**config.mk**
```make
export PLATFORM = sky130hd
export DESIGN_NAME = spow_ctrl
export DESIGN_NICKNAME = d
export VERILOG_FILES = /design/src/design/spow_pkg.sv /design/src/design/spow_ctrl.sv
export SDC_FILE = /design/constraint.sdc
export NUM_CORES = 1
export LEC_CHECK = 0
export BUFFER_PORTS_ARGS = -buffer_cell sky130_fd_sc_hd__clkbuf_2
export CAP_MARGIN = 10
export CORE_AREA = 2 2 39 41
export CTS_CLUSTER_DIAMETER = 40
export CTS_CLUSTER_SIZE = 30
export DETAILED_ROUTE_END_ITERATION = 12
export DIE_AREA = 0 0 41 43
export GPL_ROUTABILITY_DRIVEN = 0
export HOLD_SLACK_MARGIN = 0.12
export PLACE_DENSITY = 0.78
export SETUP_SLACK_MARGIN = 0.1
export SLEW_MARGIN = 10
export SYNTH_ARGS = -nofsm -noshare
export SYNTH_HDL_FRONTEND = slang
export SYNTH_SLANG_ARGS = --single-unit
export TNS_END_PERCENT = 50
```
**constraint.sdc**
```tcl
create_clock -name clk_i -period 5.3 [get_ports clk_i]
set_clock_uncertainty 0.1 [all_clocks]
set_input_delay 1.06 -clock clk_i [delete_from_list [all_inputs] [get_ports clk_i]]
set_output_delay 1.06 -clock clk_i [all_outputs]
set_load 0.05 [all_outputs]
```
**src/design/spow_pkg.sv**
```systemverilog
// ----------------------------------------------------------------------------
// spow_pkg
// Shared types, constants and round functions for the proof-of-work search.
// ----------------------------------------------------------------------------
package spow_pkg;

  localparam int unsigned ProofW = 64;
  localparam int unsigned DiffW  = 7;
  localparam int unsigned StatW  = 2;
  localparam int unsigned Digits = 20;

  localparam logic [StatW-1:0] StatFound   = 2'd0;
  localparam logic [StatW-1:0] StatBadDiff = 2'd1;
  localparam logic [StatW-1:0] StatExhaust = 2'd2;

  localparam logic [7:0] AsciiZero = 8'h30;

  // commands from the controller to the datapath
  typedef struct packed {
    logic load;      // latch previous proof, clear candidate
    logic conv_init; // start decimal conversion of both values
    logic conv_step; // head or tail half of one digit for each value
    logic pack;      // assemble the padded block
    logic hash_init; // load working vars
    logic round;     // one compression round
    logic finish;    // add initial hash
    logic next_cand; // candidate + 1
  } cmd_t;

  typedef struct packed {
    logic conv_done;
    logic rounds_done;
    logic hit;
    logic cand_last;
  } stat_t;

  typedef logic [31:0] word_t;

  localparam word_t RoundK [64] = '{
    32'h428a2f98, 32'h71374491, 32'hb5c0fbcf, 32'he9b5dba5, 32'h3956c25b, 32'h59f111f1,
    32'h923f82a4, 32'hab1c5ed5, 32'hd807aa98, 32'h12835b01, 32'h243185be, 32'h550c7dc3,
    32'h72be5d74, 32'h80deb1fe, 32'h9bdc06a7, 32'hc19bf174, 32'he49b69c1, 32'hefbe4786,
    32'h0fc19dc6, 32'h240ca1cc, 32'h2de92c6f, 32'h4a7484aa, 32'h5cb0a9dc, 32'h76f988da,
    32'h983e5152, 32'ha831c66d, 32'hb00327c8, 32'hbf597fc7, 32'hc6e00bf3, 32'hd5a79147,
    32'h06ca6351, 32'h14292967, 32'h27b70a85, 32'h2e1b2138, 32'h4d2c6dfc, 32'h53380d13,
    32'h650a7354, 32'h766a0abb, 32'h81c2c92e, 32'h92722c85, 32'ha2bfe8a1, 32'ha81a664b,
    32'hc24b8b70, 32'hc76c51a3, 32'hd192e819, 32'hd6990624, 32'hf40e3585, 32'h106aa070,
    32'h19a4c116, 32'h1e376c08, 32'h2748774c, 32'h34b0bcb5, 32'h391c0cb3, 32'h4ed8aa4a,
    32'h5b9cca4f, 32'h682e6ff3, 32'h748f82ee, 32'h78a5636f, 32'h84c87814, 32'h8cc70208,
    32'h90befffa, 32'ha4506ceb, 32'hbef9a3f7, 32'hc67178f2
  };

  localparam word_t InitH [8] = '{
    32'h6a09e667, 32'hbb67ae85, 32'h3c6ef372, 32'ha54ff53a,
    32'h510e527f, 32'h9b05688c, 32'h1f83d9ab, 32'h5be0cd19
  };

  function automatic word_t rotr(input word_t x, input int unsigned n);
    rotr = (x >> n) | (x << (32 - n));
  endfunction

endpackage

```
**src/design/spow_ctrl.sv**
```systemverilog
// ----------------------------------------------------------------------------
// spow_ctrl
// Sequencer: handshakes, difficulty check, per-candidate phase stepping.
// ----------------------------------------------------------------------------
module spow_ctrl (
  input  logic                          clk_i,
  input  logic                          rst_ni,
  input  logic                          in_valid,
  output logic                          in_stall,
  input  logic                          out_stall,
  output logic                          out_valid,
  input  logic [spow_pkg::DiffW-1:0]    difficulty_i,
  input  spow_pkg::stat_t               stat_i,
  output spow_pkg::cmd_t                cmd_o,
  output logic [spow_pkg::StatW-1:0]    status_o,
  output logic                          take_cand_o
);

  typedef enum logic [5:0] {
    S_IDLE = 6'b000001,
    S_CONV = 6'b000010,
    S_PACK = 6'b000100,
    S_HASH = 6'b001000,
    S_EVAL = 6'b010000,
    S_OUT  = 6'b100000
  } state_e;

  state_e state_q, state_d;
  logic [spow_pkg::StatW-1:0] status_q, status_d;
  logic take_q, take_d;
  logic accept, bad_diff;

  assign in_stall  = (state_q != S_IDLE);
  assign out_valid = (state_q == S_OUT);
  assign accept    = in_valid && !in_stall;
  assign bad_diff  = (difficulty_i == '0) || (difficulty_i > spow_pkg::DiffW'(64));
  assign status_o  = status_q;
  assign take_cand_o = take_q;

  always_comb begin
    state_d  = state_q;
    status_d = status_q;
    take_d   = take_q;
    cmd_o    = '0;
    unique case (state_q)
      S_IDLE: begin
        if (accept) begin
          cmd_o.load = 1'b1;
          if (bad_diff) begin
            status_d = spow_pkg::StatBadDiff;
            take_d   = 1'b0;
            state_d  = S_OUT;
          end else begin
            state_d = S_CONV;
          end
        end
      end
      S_CONV: begin
        if (stat_i.conv_done) begin
          state_d = S_PACK;
        end else begin
          cmd_o.conv_step = 1'b1;
        end
      end
      S_PACK: begin
        cmd_o.pack = 1'b1;
        state_d = S_HASH;
      end
      S_HASH: begin
        cmd_o.round = 1'b1;
        if (stat_i.rounds_done) begin
          cmd_o.round  = 1'b0;
          cmd_o.finish = 1'b1;
          state_d = S_EVAL;
        end
      end
      S_EVAL: begin
        if (stat_i.hit) begin
          status_d = spow_pkg::StatFound;
          take_d   = 1'b1;
          state_d  = S_OUT;
        end else if (stat_i.cand_last) begin
          status_d = spow_pkg::StatExhaust;
          take_d   = 1'b0;
          state_d  = S_OUT;
        end else begin
          cmd_o.next_cand = 1'b1;
          state_d = S_CONV;
        end
      end
      S_OUT: begin
        if (!out_stall) state_d = S_IDLE;
      end
      default: state_d = S_IDLE;
    endcase
    // restart conversion/hash setup whenever a candidate phase begins
    if (state_d == S_CONV && state_q != S_CONV) cmd_o.conv_init = 1'b1;
    if (state_d == S_HASH && state_q != S_HASH) cmd_o.hash_init = 1'b1;
  end

  always_ff @(posedge clk_i or negedge rst_ni) begin
    if (!rst_ni) begin
      state_q  <= S_IDLE;
      status_q <= spow_pkg::StatFound;
      take_q   <= 1'b0;
    end else begin
      state_q  <= state_d;
      status_q <= status_d;
      take_q   <= take_d;
    end
  end

endmodule

```
Yosys cells after proc, flatten, opt, wreduce, memory -nomap -nowiden --
Index checks and enable logic that the tools add are counted.
Storage, ports and cells: bits in registers 9, input bits 15, output and inout port bits 13, logic and storage cells 56
Cells by class: magnitude comparators 1, equal/unequal tests 14, mux-type cells 30, reductions and logical operators 8
Operators with widths (count):
- 2-to-1 mux 6 bit | 7
- one-hot mux 6 bit (6 select lines) | 1
- 2-to-1 mux 1 bit | 14
- == test 6 x 2 -> 1 bit, second input constant | 2
- == test 6 x 4 -> 1 bit, second input constant | 2
- 2-to-1 mux 2 bit | 6
- > comparator 7 bit, second input constant | 1
- logical NOT 7 bit | 1
- == test 6 x 1 -> 1 bit, second input constant | 1
- == test 6 x 3 -> 1 bit, second input constant | 1
- == test 6 x 5 -> 1 bit, second input constant | 1
- == test 6 bit, second input constant | 1
- != test 6 x 1 -> 1 bit, second input constant | 1
- != test 6 x 2 -> 1 bit, second input constant | 1
- != test 6 x 4 -> 1 bit, second input constant | 1
- != test 2 bit, second input constant | 2
- one-hot mux 2 bit (2 select lines) | 1
- AND reduction 4 bit | 1
- logical AND 1 bit | 3
- != test 3 bit, second input constant | 1
- one-hot mux 1 bit (2 select lines) | 1
- nonzero test 2 bit | 1
- logical NOT 1 bit | 1
- logical OR 1 bit | 1

Depth between registers and ports, before layout --
Gate-level depths: netlist of run 1.
depth after elaboration 8, mapped depth 5, gate-level depth less buffers 4

Worst setup path before layout of run 1 --
Ideal clock, no wire load.
kind input to output, start point input port stat_i[0] in the netlist's numbering, end point output port cmd_o[6] in the netlist's numbering, arrival time 2.689 ns, data required time 4.140 ns, slack 1.451 ns, cell stages on the path 2, path through nor3_1 > a21o_1
RTL lines:
- start, declared | line spow_ctrl.sv:13 | input spow_pkg::stat_t stat_i,
- end, declared | line spow_ctrl.sv:14 | output spow_pkg::cmd_t cmd_o,

==> results of run 1 <==
[layer usage]
metal	GRT usage	wire, um	part of all wire
met1	0.278	665	0.46
met2	0.294	706	0.49
met3	0.0366	75	0.052
met4	0.0867	0	0
met5	0	0	0
[how the worst max path moves through the flow]
stage                          from  endpoint  depth (start not counted)
finish              difficulty_i[1]  cmd_o[6]                          6
global route        difficulty_i[1]  cmd_o[6]                          6
CTS                 difficulty_i[1]  cmd_o[6]                          6
detailed placement  difficulty_i[1]  cmd_o[6]                          6
global placement    difficulty_i[1]  cmd_o[6]                          6
floorplan                 stat_i[0]  cmd_o[6]                          2
[report_power, final]
group | internal [mW] | switching (mW) | leakage (nW)
logic | 0.0654 | 0.114 | 0.256
registers | 0.0852 | 0.0260 | 0.116
clock network | 0.0290 | 0.0243 | 0.0150
[registers in the layout (all words and copies together), names as in the netlist]
signal / count
take_cand_o: 1
status_o: 2
state_q: 6
[through the flow]
step	hold slack [ns]	cell area [um^2]	power, mW
CTS	0.419	783	0.346
global placement	0.401	757	0.289
finish	0.409	783	0.344
floorplan	0.587	614	0.257
detailed placement	0.394	757	0.291
global route	0.444	783	0.366
[cells by family after synthesis]
| group | Yosys count | synth area share |
|---|---|---|
| compound gates | 11 | 0.136 |
| simple gates | 37 | 0.434 |
| buf+inv | 4 | 0.0326 |
| flops | 9 | 0.369 |
| xor+xnor | 2 | 0.0285 |
[cell usage in the layout (no fill, tap or decap), drive strengths merged, types with 2 or more instances in the layout]
cell	n
a211o	2
and2	3
clkbuf	31
dfrtp	8
inv	2
nand2	7
nand4	3
nor2	3
nor3	3
nor3b	4
nor4	3
nor4b	3
o211ai	3
or4	2
[worst reg2reg max path, delay by kind of cell, from the launching register on]
kind	cells	cell delay [ns]
and+or+nand+nor	3	1.01
DFF	1	0.43
AOI/OAI and AO/OA	1	0.13
[layout make-up]
| type | instances | area share |
|---|---|---|
| flip-flops and latches | 9 | 0.289 |
| clock buffers | 4 | 0.0335 |
| repair buffers | 27 | 0.173 |
| inverters | 2 | 0.00958 |
| well taps | 16 | 0.0256 |
| multi-input cells | 50 | 0.470 |
==> metrics.yaml, run 1 <==
nets: 108
syn_area_per_cell_um2: 9.75
crit_chain: "clkbuf_2 > nor4_1 > nand2_1 > xor2_1 > a21o_1 > clkbuf_2"
die_h_um: 43
timing.final.hold_violations: 0
r2r_setup_slack_ns: 3.53
synthesis.area_um2: 614
clk_latency_ns: 0.26
drt_pass1_iterations: 2
crit_fanout: 4
yosys-top-cells-count: "dfrtp_1, nand2_1"
cts_setup_buffers: 0
worstReg2RegEnd: "state_q[0]"
drc: 0
cts_tree: "done"
clk_pin_slew_worst_paths_ns: 0.06
vias: 601
power.leakage_nw: 0.387
fin_cells: 108
period_share: 0.670
final-seq-area_um2: 226
overflow: 0
drt_iter0_markers: 8
grt_pass1_vias: 553
outcome: "finished, final reports clean"
syn_nets: 78
slew_headroom: 0.606
min-delay-start: "status_o[0]"
holdPathStages: 2
setup_viol: 0
cp_num_buf_inv: 2
synth_cell_types: 34
wl_per_cell_um: 13.4
critPathTopFamily: "simple AND/OR/NAND/NOR gates"
fill_cells: 139
ctsResizeCount: 0
grt_max_degree: 11
multi_input_area_um2: 368
synth_top_area_share: 0.326
die_w_um: 41
final_max_slew_viol_count: 0
timing.max_cap.violations: 0
hold_buffers: 0
r2r_cells: 4
antenna_cells: 0
track_usage: 0.201
place_inst: 104
hpwlAfterDp_mm: 1.15
core_area_um2: 1380
hold_path.class: "register to register"
synthCells: 63
cts_buffer_depth: 2
fin_tns_setup_ns: 0
fp-row-count: 14
final_util: 0.566
grt_pass1_wl_mm: 2.40
die_area_um2: 1760
drt-total-wl_mm: 1.45
arrival_ns: 2.39
pre_cts_slack_ns: 1.73
vias_per_cell: 5.56
post-route-min-period_ns: 3.55
cp-start-kind: "input pin"
crit_slowest_cell: "nor4_1"
postSynth.asyncResetShare: 1.00
yosys.area.top_type: "dfrtp_1"
min_to: "status_o[0]"
ys_seq_area_frac: 0.369
cp-end-kind: "primary output"
critical-path-max-stage-delay_ns: 0.43
yosys.cell_count.top_type: "dfrtp_1"
num_io_pins: 28
tightest_slew_ns: 0.586
setup_ws_ns: 1.75
power_density_nw_per_um2: 439
synth_edf_count: 0
peakVddDrop_mv: 0.221
ant_nets: 0
synth_area_leaders: "dfrtp_1, dfstp_2, nand2_1"
h-tree-depth: 1
cts_buffers: 3
ys.warnings.count: 0
r2r-start: "state_q[2]"
max_clock_freq_ghz: 0.282
synthFlopType: "dfrtp_1"
antenna_found_initial: 0
cts_sinks: 9
area_growth_pct: 27.5
worst-setup-path-type: "input pin to primary output"
critPathRequiredTime_ns: 4.14
rsz0062_at_grt: "false"
portBuffers: 27
cpMostUsedCell: "clkbuf_2"
cts_root_buf: "clkbuf_4"
start_util: 0.444
synth_seq_cells: 9
drive_gt1_frac: 0.424
Note: power is estimated with default switching activity, not from simulation.
==> run 2: changes to the inputs <==
--- a/config.mk
+++ b/config.mk
@@ -7,14 +7,14 @@
 export LEC_CHECK = 0
 export BUFFER_PORTS_ARGS = -buffer_cell sky130_fd_sc_hd__clkbuf_2
 export CAP_MARGIN = 10
-export CORE_AREA = 2 2 39 41
+export CORE_MARGIN = 1
+export CORE_UTILIZATION = 40
 export CTS_CLUSTER_DIAMETER = 40
 export CTS_CLUSTER_SIZE = 30
 export DETAILED_ROUTE_END_ITERATION = 12
-export DIE_AREA = 0 0 41 43
 export GPL_ROUTABILITY_DRIVEN = 0
 export HOLD_SLACK_MARGIN = 0.12
-export PLACE_DENSITY = 0.78
+export PLACE_DENSITY = 0.72
 export SETUP_SLACK_MARGIN = 0.1
 export SLEW_MARGIN = 10
 export SYNTH_ARGS = -nofsm -noshare
==> constraint.sdc (replaced) <==
create_clock -name clk_i -period 3.25 [get_ports clk_i]
set_clock_uncertainty 0.1 [all_clocks]
set_input_delay 0.65 -clock clk_i [delete_from_list [all_inputs] [get_ports clk_i]]
set_output_delay 0.65 -clock clk_i [all_outputs]
set_load 0.05 [all_outputs]
==> metrics.yaml, run 2 (synthesized netlist as in run 1, its figures left out) <==
overflow: 0
r2r-start: "state_q[2]"
post-route-min-period_ns: 2.74
cts_root_buf: "clkbuf_4"
area_growth_pct: 29.3
hold_buffers: 0
nets: 109
period_share: 0.843
critPathRequiredTime_ns: 2.50
cts_setup_buffers: 0
fin_area_um2: 795
rsz0062_at_grt: "false"
crit_chain: "clkbuf_2 > nor4_1 > nand2_1 > xor2_1 > a21o_1 > clkbuf_2"
max_clock_freq_ghz: 0.365
fin_tns_setup_ns: 0
power_density_nw_per_um2: 716
drt-total-wl_mm: 1.45
crit_slowest_cell: "nor4_1"
finalPower_mw: 0.568
final_max_slew_viol_count: 0
r2r_setup_slack_ns: 1.47
tightest_slew_ns: 0.452
cp-end-kind: "primary output"
portBuffers: 27
drt_pass1_iterations: 3
cts_buffers: 3
outcome: "finished, final reports clean"
vias: 598
num_io_pins: 28
slew_headroom: 0.696
pre_cts_slack_ns: 0.519
critPathTopFamily: "simple AND/OR/NAND/NOR gates"
track_usage: 0.206
clk_pin_slew_worst_paths_ns: 0.07
grt_max_degree: 11
fp-row-count: 13
drt_iter0_markers: 3
ctsResizeCount: 0
timing.max_cap.violations: 0
peakVddDrop_mv: 0.342
cts_sinks: 9
die_area_um2: 1700
power.leakage_nw: 0.392
timing.final.hold_violations: 0
cp-start-kind: "input pin"
cpMostUsedCell: "clkbuf_2"
wl_per_cell_um: 13.4
r2r_cells: 4
cp_num_buf_inv: 2
hpwlAfterDp_mm: 1.15
worst-path-stages: 6
antenna_cells: 0
core_area_um2: 1370
grt_pass1_wl_mm: 2.21
h-tree-depth: 1
die_h_um: 41.2
start_util: 0.450
layout_common_cells: "clkbuf_2, dfrtp_1, nand2_1"
top_register: "state_q"
layout_commonest_cell: "clkbuf_2"
largest_reg_flops: 6
worstReg2RegEnd: "state_q[0]"
grt_pass1_vias: 518
antenna_found_initial: 0
cts_tree: "done"
clk_latency_ns: 0.26
drive_gt1_frac: 0.441
worst-setup-path-type: "input pin to primary output"
arrival_ns: 1.99
hold_path.class: "input pin to asynchronous set/reset pin"
critical-path-max-stage-delay_ns: 0.44
place_area_um2: 768
drc: 0
die_w_um: 41.2
vias_per_cell: 5.54
cts_buffer_depth: 2
crit_fanout: 4
setup_ws_ns: 0.511
fin_worst_hold_slack_ns: 0.138
setup_viol: 0
ant_nets: 0
## run 2: cell count changes in the layout (fill, tap and decap cells not counted)
cell / previous run / this run
nor3_1: 2 / 1
nor3_2: 1 / 2
buf_4: 0 / 1
## run 2: power by group
group	leakage (nW)	switching, mW	internal, mW
Combinational	0.261	0.186	0.112
Sequential	0.116	0.0430	0.139
Clock	0.0150	0.0412	0.0472
Total	0.392	0.270	0.299
## run 2: per-layer routing
layer	GRT usage	vias up	part of all wire
met5	0	-	0
met4	0.105	0	0.0076
met3	0.0435	2	0.043
met2	0.352	17	0.49
met1	0.238	278	0.46
li1	-	301	-
## run 2: worst max path at each step
stage	start	endpoint	slack (ns)
final	difficulty_i[1]	cmd_o[6]	0.51
after global routing	difficulty_i[1]	cmd_o[6]	0.35
after CTS	difficulty_i[1]	cmd_o[6]	0.51
after detailed placement	difficulty_i[1]	cmd_o[6]	0.52
after global placement	difficulty_i[1]	cmd_o[6]	0.52
after floorplan	state_q[1]	cmd_o[3]	0.32
## run 2: layout make-up
cell class,count,area (um^2)
multi-input cells,50,373
inverters,2,7.51
well taps,15,18.8
fillers,128,572
flip-flops and latches,9,226
clock buffers,4,26.3
repair buffers,28,143
## run 2: through the flow
| stage | instances | util |
|---|---|---|
| after floorplan | 63 | - |
| after global placement | 104 | 0.562 |
| after detailed placement | 104 | 0.562 |
| after CTS | 108 | 0.582 |
| after global routing | 108 | 0.582 |
| final | 108 | 0.582 |
## run 2: worst reg2reg max path, stage by stage, from the launching register on
cell and delay [ns]:
dfrtp_1 0.43, or4_4 0.59, nor4b_4 0.32, nor4_1 0.09, o32ai_1 0.13
